**src/design/psls_pkg.sv**
```systemverilog
// package for the per-source latency statistics block
// holds item and table entry types, action codes, sequencer states and divider status; no dependencies
`default_nettype none

package psls_pkg;

    localparam int NUM_SOURCES_DEF = 16;
    localparam int ACTION_W        = 2;
    localparam int SRC_W           = 4;
    localparam int DATA_W          = 32;
    localparam int TOTAL_W         = 64;

    typedef enum logic [ACTION_W-1:0] {
        ACT_PRODUCED = 2'd0,
        ACT_CONSUMED = 2'd1,
        ACT_READ     = 2'd2,
        ACT_SPARE    = 2'd3
    } action_t;

    typedef enum logic [1:0] {
        ST_IDLE,
        ST_UPDATE,
        ST_DIVIDE,
        ST_FINISH
    } state_t;

    typedef struct packed {
        logic [ACTION_W-1:0] action;
        logic [SRC_W-1:0]    source;
        logic [DATA_W-1:0]   delay_us;
    } req_item_t;

    typedef struct packed {
        logic [SRC_W-1:0]  source_echo;
        logic [DATA_W-1:0] made_count;
        logic [DATA_W-1:0] eaten_count;
        logic              has_samples;
        logic [DATA_W-1:0] shortest_delay;
        logic [DATA_W-1:0] longest_delay;
        logic [DATA_W-1:0] mean_delay;
        logic              count_mismatch;
    } rsp_item_t;

    // one row of the statistics table
    typedef struct packed {
        logic [DATA_W-1:0]  made;
        logic [DATA_W-1:0]  eaten;
        logic               has;
        logic [DATA_W-1:0]  min;
        logic [DATA_W-1:0]  max;
        logic [TOTAL_W-1:0] total;
    } entry_t;

    typedef struct packed {
        logic busy;
        logic done;
    } div_sts_t;

endpackage

`default_nettype wire

```
**src/design/psls_if.sv**
```systemverilog
// request and result channels of the per-source latency statistics block
// depends on psls_pkg for the payload types
`default_nettype none

interface psls_req_if;
    logic                  valid;
    logic                  ready;
    psls_pkg::req_item_t   item;

    modport source (output valid, output item, input ready);
    modport sink   (input valid, input item, output ready);
endinterface

interface psls_rsp_if;
    logic                  valid;
    logic                  ready;
    psls_pkg::rsp_item_t   item;

    modport source (output valid, output item, input ready);
    modport sink   (input valid, input item, output ready);
endinterface

`default_nettype wire

```
**src/design/per_source_latency_statistics_core.sv**
```systemverilog
// per-source latency statistics: counts, min, max and mean delay for each source
//
// channels: req (sink) carries action, source and delay_us; rsp (source) returns one
// result per request with the entry as it stands after the request was applied.
// a request is taken when req.valid and req.ready are both high. the block takes one
// request at a time: req.ready is high only while the sequencer is idle.
// sequence: a request that leaves its row without samples, or one with an out-of-range
// source, goes from the update step straight to the finish step; a request that needs
// a mean passes through the divide step, which skips the bitwise division when the
// quotient saturates at 32 bits. the mean comes from one shared restoring divider
// retiring one quotient bit per cycle; the block takes no new request until the current
// one has finished. the statistics live in a single table memory with one row per
// source, read and written back once per in-range request; a valid bit per row makes
// an untouched row read as zero, so reset is immediate and needs no clearing pass.
// a stalled receiver holds the result in the output register; the next request is
// still accepted and waits in its final state until that result has been taken.
// reset (rst_n low, asynchronous) empties the table and drops any pending result.
`default_nettype none

module per_source_latency_statistics_core #(
    parameter int NUM_SOURCES = psls_pkg::NUM_SOURCES_DEF
) (
    input  wire logic clk,
    input  wire logic rst_n,
    psls_req_if.sink  req,
    psls_rsp_if.source rsp
);

    localparam int DW    = psls_pkg::DATA_W;
    localparam int SW    = psls_pkg::SRC_W;
    localparam int IDX_W = (NUM_SOURCES > 1) ? $clog2(NUM_SOURCES) : 1;

    psls_pkg::state_t         state_reg;
    psls_pkg::state_t         state_next;
    psls_pkg::req_item_t      item_reg;
    logic                     in_range_reg;
    logic                     row_vld_reg;
    logic [NUM_SOURCES-1:0]   entry_vld_reg;
    psls_pkg::entry_t         rd_data_reg;
    psls_pkg::entry_t         entry_reg;
    psls_pkg::entry_t         entry_next;
    logic [DW-1:0]            mean_reg;
    logic                     rsp_vld_reg;
    psls_pkg::rsp_item_t      rsp_item_reg;

    psls_pkg::entry_t         stats_mem [NUM_SOURCES];

    logic                     accept;
    logic                     in_range;
    logic [SW+IDX_W-1:0]      rd_src_ext;
    logic [SW+IDX_W-1:0]      wr_src_ext;
    logic [IDX_W-1:0]         rd_idx;
    logic [IDX_W-1:0]         wr_idx;
    logic                     mem_we;
    logic                     div_start;
    logic                     rsp_load;
    psls_pkg::entry_t         cur;
    logic [psls_pkg::TOTAL_W:0] total_sum;
    psls_pkg::div_sts_t       div_sts;
    logic [DW-1:0]            div_quotient;

    assign accept     = req.valid && req.ready;
    assign in_range   = (32'(req.item.source) < 32'(NUM_SOURCES));
    assign rd_src_ext = {{IDX_W{1'b0}}, req.item.source};
    assign wr_src_ext = {{IDX_W{1'b0}}, item_reg.source};
    assign rd_idx     = rd_src_ext[IDX_W-1:0];
    assign wr_idx     = wr_src_ext[IDX_W-1:0];

    // table memory, registered read at acceptance, write back in the update step
    always_ff @(posedge clk)
    begin
        if (mem_we)
            stats_mem[wr_idx] <= entry_next;
        if (accept && in_range)
            rd_data_reg <= stats_mem[rd_idx];
    end

    always_ff @(posedge clk or negedge rst_n)
    begin
        if (!rst_n)
            entry_vld_reg <= '0;
        else if (mem_we)
            entry_vld_reg[wr_idx] <= 1'b1;
    end

    // update of the addressed row
    assign cur       = row_vld_reg ? rd_data_reg : '0;
    assign total_sum = {1'b0, cur.total} + (psls_pkg::TOTAL_W + 1)'(item_reg.delay_us);

    always_comb
    begin
        entry_next = cur;
        unique case (psls_pkg::action_t'(item_reg.action))
            psls_pkg::ACT_PRODUCED:
            begin
                entry_next.made = (cur.made == '1) ? cur.made : cur.made + DW'(1);
            end
            psls_pkg::ACT_CONSUMED:
            begin
                entry_next.eaten = (cur.eaten == '1) ? cur.eaten : cur.eaten + DW'(1);
                entry_next.has   = 1'b1;
                if (!cur.has)
                begin
                    entry_next.min   = item_reg.delay_us;
                    entry_next.max   = item_reg.delay_us;
                    entry_next.total = psls_pkg::TOTAL_W'(item_reg.delay_us);
                end
                else
                begin
                    if (item_reg.delay_us < cur.min)
                        entry_next.min = item_reg.delay_us;
                    if (item_reg.delay_us > cur.max)
                        entry_next.max = item_reg.delay_us;
                    entry_next.total = total_sum[psls_pkg::TOTAL_W] ? '1
                                     : total_sum[psls_pkg::TOTAL_W-1:0];
                end
            end
            psls_pkg::ACT_READ,
            psls_pkg::ACT_SPARE:
            begin
                entry_next = cur;
            end
            default:
            begin
                entry_next = cur;
            end
        endcase
    end

    psls_divider u_divider (
        .clk      (clk),
        .rst_n    (rst_n),
        .start    (div_start),
        .dividend (entry_next.total),
        .divisor  (entry_next.eaten),
        .sts      (div_sts),
        .quotient (div_quotient)
    );

    // sequencer
    always_ff @(posedge clk or negedge rst_n)
    begin
        if (!rst_n)
            state_reg <= psls_pkg::ST_IDLE;
        else
            state_reg <= state_next;
    end

    always_comb
    begin
        state_next = state_reg;
        req.ready  = 1'b0;
        mem_we     = 1'b0;
        div_start  = 1'b0;
        rsp_load   = 1'b0;
        unique case (state_reg)
            psls_pkg::ST_IDLE:
            begin
                req.ready = 1'b1;
                if (req.valid)
                    state_next = psls_pkg::ST_UPDATE;
            end
            psls_pkg::ST_UPDATE:
            begin
                mem_we = in_range_reg;
                if (in_range_reg && entry_next.has && (entry_next.eaten != '0))
                begin
                    div_start  = 1'b1;
                    state_next = psls_pkg::ST_DIVIDE;
                end
                else
                    state_next = psls_pkg::ST_FINISH;
            end
            psls_pkg::ST_DIVIDE:
            begin
                if (div_sts.done)
                    state_next = psls_pkg::ST_FINISH;
            end
            psls_pkg::ST_FINISH:
            begin
                if (!rsp_vld_reg || rsp.ready)
                begin
                    rsp_load   = 1'b1;
                    state_next = psls_pkg::ST_IDLE;
                end
            end
            default:
            begin
                state_next = psls_pkg::ST_IDLE;
            end
        endcase
    end

    always_ff @(posedge clk)
    begin
        if (accept)
        begin
            item_reg     <= req.item;
            in_range_reg <= in_range;
            row_vld_reg  <= in_range && entry_vld_reg[rd_idx];
        end
        if (state_reg == psls_pkg::ST_UPDATE)
        begin
            entry_reg <= in_range_reg ? entry_next : '0;
            mean_reg  <= '0;
        end
        else if (state_reg == psls_pkg::ST_DIVIDE && div_sts.done)
            mean_reg <= div_quotient;
    end

    // output register, holds a result while the receiver stalls
    always_ff @(posedge clk or negedge rst_n)
    begin
        if (!rst_n)
            rsp_vld_reg <= 1'b0;
        else if (rsp_load)
            rsp_vld_reg <= 1'b1;
        else if (rsp.ready)
            rsp_vld_reg <= 1'b0;
    end

    always_ff @(posedge clk)
    begin
        if (rsp_load)
        begin
            rsp_item_reg.source_echo    <= item_reg.source;
            rsp_item_reg.made_count     <= entry_reg.made;
            rsp_item_reg.eaten_count    <= entry_reg.eaten;
            rsp_item_reg.has_samples    <= entry_reg.has;
            rsp_item_reg.shortest_delay <= entry_reg.min;
            rsp_item_reg.longest_delay  <= entry_reg.max;
            rsp_item_reg.mean_delay     <= mean_reg;
            rsp_item_reg.count_mismatch <= (entry_reg.made != entry_reg.eaten);
        end
    end

    assign rsp.valid = rsp_vld_reg;
    assign rsp.item  = rsp_item_reg;

    // divider activity belongs to the divide step only
    a_div_in_divide: assert property (@(posedge clk) disable iff (!rst_n)
        (div_sts.busy || div_sts.done) |-> (state_reg == psls_pkg::ST_DIVIDE))
        else $error("divider active outside the divide step");

    // an out-of-range source must never touch the table
    a_no_stray_write: assert property (@(posedge clk) disable iff (!rst_n)
        mem_we |-> in_range_reg)
        else $error("table written for an out-of-range source");

    // a finished request waits while the previous result is still stalled
    a_finish_holds: assert property (@(posedge clk) disable iff (!rst_n)
        (state_reg == psls_pkg::ST_FINISH && rsp_vld_reg && !rsp.ready)
        |=> (state_reg == psls_pkg::ST_FINISH))
        else $error("result overwritten while stalled");

    // a recorded sample always comes with a non-zero consumed count
    a_samples_counted: assert property (@(posedge clk) disable iff (!rst_n)
        (rsp_vld_reg && rsp_item_reg.has_samples) |-> (rsp_item_reg.eaten_count != '0))
        else $error("samples reported with a zero consumed count");

endmodule

`default_nettype wire

```
**src/design/psls_divider.sv**
```systemverilog
// iterative restoring divider, 64-bit total by 32-bit count, quotient saturated to 32 bits
// depends on psls_pkg
`default_nettype none

module psls_divider (
    input  wire logic                                clk,
    input  wire logic                                rst_n,
    input  wire logic                                start,
    input  wire logic [psls_pkg::TOTAL_W-1:0]        dividend,
    input  wire logic [psls_pkg::DATA_W-1:0]         divisor,
    output psls_pkg::div_sts_t                       sts,
    output logic      [psls_pkg::DATA_W-1:0]         quotient
);

    localparam int DW    = psls_pkg::DATA_W;
    localparam int CNT_W = $clog2(DW);

    logic             busy_reg;
    logic             done_reg;
    logic [CNT_W-1:0] cnt_reg;
    logic [DW-1:0]    rem_reg;
    logic [DW-1:0]    dvd_reg;
    logic [DW-1:0]    dsr_reg;
    logic [DW-1:0]    quo_reg;

    logic [DW:0]      rem_shift;
    logic [DW:0]      rem_diff;
    logic             rem_ge;
    logic             overflow;

    // upper half at or above the divisor means the quotient cannot fit 32 bits
    assign overflow  = (dividend[psls_pkg::TOTAL_W-1:DW] >= divisor);

    assign rem_shift = {rem_reg, dvd_reg[DW-1]};
    assign rem_ge    = (rem_shift >= {1'b0, dsr_reg});
    assign rem_diff  = rem_shift - {1'b0, dsr_reg};

    always_ff @(posedge clk or negedge rst_n)
    begin
        if (!rst_n)
        begin
            busy_reg <= 1'b0;
            done_reg <= 1'b0;
            cnt_reg  <= '0;
        end
        else
        begin
            done_reg <= 1'b0;
            if (start)
            begin
                busy_reg <= !overflow;
                done_reg <= overflow;
                cnt_reg  <= '0;
            end
            else if (busy_reg)
            begin
                cnt_reg <= cnt_reg + CNT_W'(1);
                if (cnt_reg == CNT_W'(DW - 1))
                begin
                    busy_reg <= 1'b0;
                    done_reg <= 1'b1;
                end
            end
        end
    end

    always_ff @(posedge clk)
    begin
        if (start)
        begin
            rem_reg <= dividend[psls_pkg::TOTAL_W-1:DW];
            dvd_reg <= dividend[DW-1:0];
            dsr_reg <= divisor;
            quo_reg <= overflow ? '1 : '0;
        end
        else if (busy_reg)
        begin
            rem_reg <= rem_ge ? rem_diff[DW-1:0] : rem_shift[DW-1:0];
            dvd_reg <= {dvd_reg[DW-2:0], 1'b0};
            quo_reg <= {quo_reg[DW-2:0], rem_ge};
        end
    end

    assign sts.busy = busy_reg;
    assign sts.done = done_reg;
    assign quotient = quo_reg;

endmodule

`default_nettype wire

```
**src/flat_wrapper.sv**
```systemverilog
// flat-port wrapper written by rule: the top's interface ports become plain ports
module per_source_latency_statistics_core_flat 
#(
    parameter int NUM_SOURCES = psls_pkg::NUM_SOURCES_DEF
)
  (clk, rst_n, req_valid, req_item, req_ready, rsp_valid, rsp_item, rsp_ready);
  psls_req_if req_i ();
  psls_rsp_if rsp_i ();
  input  wire logic clk;
  input  wire logic rst_n;
  input wire logic [$bits(req_i.valid)-1:0] req_valid;
  input wire logic [$bits(req_i.item)-1:0] req_item;
  output wire logic [$bits(req_i.ready)-1:0] req_ready;
  output wire logic [$bits(rsp_i.valid)-1:0] rsp_valid;
  output wire logic [$bits(rsp_i.item)-1:0] rsp_item;
  input wire logic [$bits(rsp_i.ready)-1:0] rsp_ready;
  assign req_i.valid = req_valid;
  assign req_i.item = req_item;
  assign req_ready = req_i.ready;
  assign rsp_valid = rsp_i.valid;
  assign rsp_item = rsp_i.item;
  assign rsp_i.ready = rsp_ready;
  per_source_latency_statistics_core #(.NUM_SOURCES(NUM_SOURCES)) u_core (.clk(clk), .rst_n(rst_n), .req(req_i), .rsp(rsp_i));
endmodule
```
**config.mk**
```make
export PLATFORM = sky130hd
export DESIGN_NAME = per_source_latency_statistics_core_flat
export DESIGN_NICKNAME = d
export VERILOG_FILES = /design/src/design/psls_pkg.sv /design/src/design/psls_if.sv /design/src/design/per_source_latency_statistics_core.sv /design/src/design/psls_divider.sv /design/src/flat_wrapper.sv
export SDC_FILE = /design/constraint.sdc
export NUM_CORES = 2
export LEC_CHECK = 0
export ABC_AREA = 1
export BUFFER_PORTS_ARGS = -buffer_cell sky130_fd_sc_hd__buf_2
export CAP_MARGIN = 10
export CELL_PAD_IN_SITES_DETAIL_PLACEMENT = 1
export CELL_PAD_IN_SITES_GLOBAL_PLACEMENT = 1
export CORE_ASPECT_RATIO = 0.75
export CORE_UTILIZATION = 50
export CTS_BUF_LIST = sky130_fd_sc_hd__clkbuf_4 sky130_fd_sc_hd__clkbuf_8
export DETAILED_ROUTE_END_ITERATION = 8
export PLACE_DENSITY_LB_ADDON = 0.1
export SYNTH_ARGS = -nofsm -noshare
export SYNTH_HDL_FRONTEND = slang
export SYNTH_HIERARCHICAL = 1
export SYNTH_SLANG_ARGS = --single-unit
```
**constraint.sdc**
```tcl
create_clock -name clk -period 17.26 [get_ports clk]
set_input_delay 3.452 -clock clk [delete_from_list [all_inputs] [get_ports clk]]
set_output_delay 3.452 -clock clk [all_outputs]
set_load 0.005 [all_outputs]
```
==> run metrics <==
status=finished, final reports clean; Top delay family on crit path=simple AND/OR/NAND/NOR gates; capture point of the worst reg-to-reg path=u_core/u_divider/quotient[19]$_DFFE_PP_; Internal Power=16,700 uW; kind of critical path=flop to flop; Reg power frac=a little over 50%; layout cells sized above 1=between 10% and 20%; Worst-path clk slew=around 0.07 ns; Highest Clock Rate=~120 MHz; clk root buf=clkbuf_8; dpl ws=8.82 ns; WL final=533 mm; total track usage=about a third; final design utilization=between 50% and 60%; Final Setup Violations=0; Startpoint Class=flop; TNS Setup=0 ns; Synth Instances=between 10,000 and 15,000; Rows=roughly 180; synth warn=6; clk_skew=~0.075 ns; Die X=between 600 and 700 um; final hold slack=around 0.40 ns; GPL Wtd Cong=0.937; most frequent cells in the layout=edfxtp_1, nor2_1, o21ai_0; Final min period=8.65 ns; Period Utilization, post-route=between 50% and 60%; H-tree levels=6; Slew headroom=between 10% and 20%; IO Port Bufs=around 210; post-cts repair resize count=0; worst setup path endpoint=u_core/u_divider/quotient[19]$_DFFE_PP_; worst setup margin=roughly 8.6 ns; Post-Place Cells=16,400; slowest stage delay, CP=0.68 ns; max reg flops=3,088; fin cells=~18,000; core footprint=around 0.31 mm2; drt pass-1 iters=6; RSZ-0062 raised after global routing=false; Least-Margin Pin Slew=around 1.3 ns; worst path required time=about 18 ns; Clock Path Buffers=4; number of I/O pins=210; initial antenna violation count=26; die height=between 400 and 500 um; Synth Cell Area=about 0.16 mm2; CTS tree=yes; DR DRC count=0; Max Slew Vio Count=0; postcts setup bufs=0; Avg Cell Area, Syn=about 12 um2; number of vias per cell=between 6 and 7; clock buffer count from CTS=590; leakage power=0.0600 uW; Hold WC Path Type=flop to flop; Initial Util=approximately half; GRT Residual Overflow=0; worst reg2reg startpoint=u_core/row_vld_reg$_DFFE_PP_; Hold-fix buffers, CTS=0; Mapped Nets=approximately 13,000; first-pass GRT wire length=767 mm; most frequent cell on the critical path=nand2_1; Clock Latency Late Sink=approximately 1.1 ns; Sw Ratio=a little under a third; largest net degree at the start of global routing=211; PwrDens=around 140 mW/mm2; slowest CP cell=buf_4; Avg WL per Cell=~30 um; CP arrival=9.58 ns; maximum vdd ir drop=about 94 uV; FF-to-FF path depth=31; nets=approximately 13,000; WP depth=31; Num Clock Sinks=approximately 3,800; P_sw=approximately 7500 uW; element type at the critical path end=flop; Max Cap Violations=0; FF-to-FF setup slack=roughly 8.6 ns; Clock Power Share=about 31%; Detail Route Antenna Nets=0; Crit. Startpoint=u_core/row_vld_reg$_DFFE_PP_; Die Area=0.314 mm2; crit-path max FO=62; area grow syn2layout=11.4%; Worst Path Buf+Inv=7; combinational power share=18.7%; 1st-iter DRT viols=~13,000; via count=110,000; vias in the first global route=113,000; Final HPWL DP=306 mm; commonest non-fill, non-tap cell in the layout=edfxtp_1; Fin. Hold Viols=0
area by class of cell:
type / count / area, um2
Clock buffer: 806 / 9840
Sequential cell: 3801 / 114000
Clock inverter: 233 / 1520
Timing Repair Buffer: 546 / 3920
Antenna cell: 7 / 17.5
Multi-Input combinational cell: 7465 / 37700
Inverter: 533 / 2050
Fill cell: 31000 / 136000
Tap cell: 4117 / 5150
per-stage QoR:
stage                     instance area, um2  power (uW)
after floorplan                       156000       14800
after global placement                162000       16700
after detailed placement              162000       16800
after CTS                             174000       24300
after global routing                  174000       25100
final                                 174000       24300
how the worst min path moves through the flow:
stage | startpoint | slack (ns) | end | depth (start not counted)
finish | u_core/entry_reg[72]$_DFFE_PP_ | 0.40 | u_core/rsp.item[41]$_DFFE_PP_ | 0
detailed placement | u_core/entry_reg[68]$_DFFE_PP_ | 0.41 | u_core/rsp.item[37]$_DFFE_PP_ | 0
global placement | u_core/entry_reg[65]$_DFFE_PP_ | 0.40 | u_core/rsp.item[34]$_DFFE_PP_ | 0
global route | u_core/entry_reg[72]$_DFFE_PP_ | 0.42 | u_core/rsp.item[41]$_DFFE_PP_ | 0
CTS | u_core/entry_reg[72]$_DFFE_PP_ | 0.41 | u_core/rsp.item[41]$_DFFE_PP_ | 0
floorplan | u_core/entry_reg[64]$_DFFE_PP_ | 0.40 | u_core/rsp.item[33]$_DFFE_PP_ | 0
routing by layer:
layer,global-route usage [%],wire length [um]
met2,51.9,243000
met5,0,70
met1,48.3,228000
met4,10.2,15600
met3,5.31,47000
power by group through the flow:
stage	Clock, uW	Sequential (uW)	Combinational (uW)
4_1_cts	7610	12200	4450
3_5_place_dp	0	12400	4430
3_3_place_gp	0	12400	4280
6_report	7510	12200	4530
2_1_floorplan	0	12400	2480
5_1_grt	7960	12300	4880
Note: power is estimated with default switching activity, not from simulation.
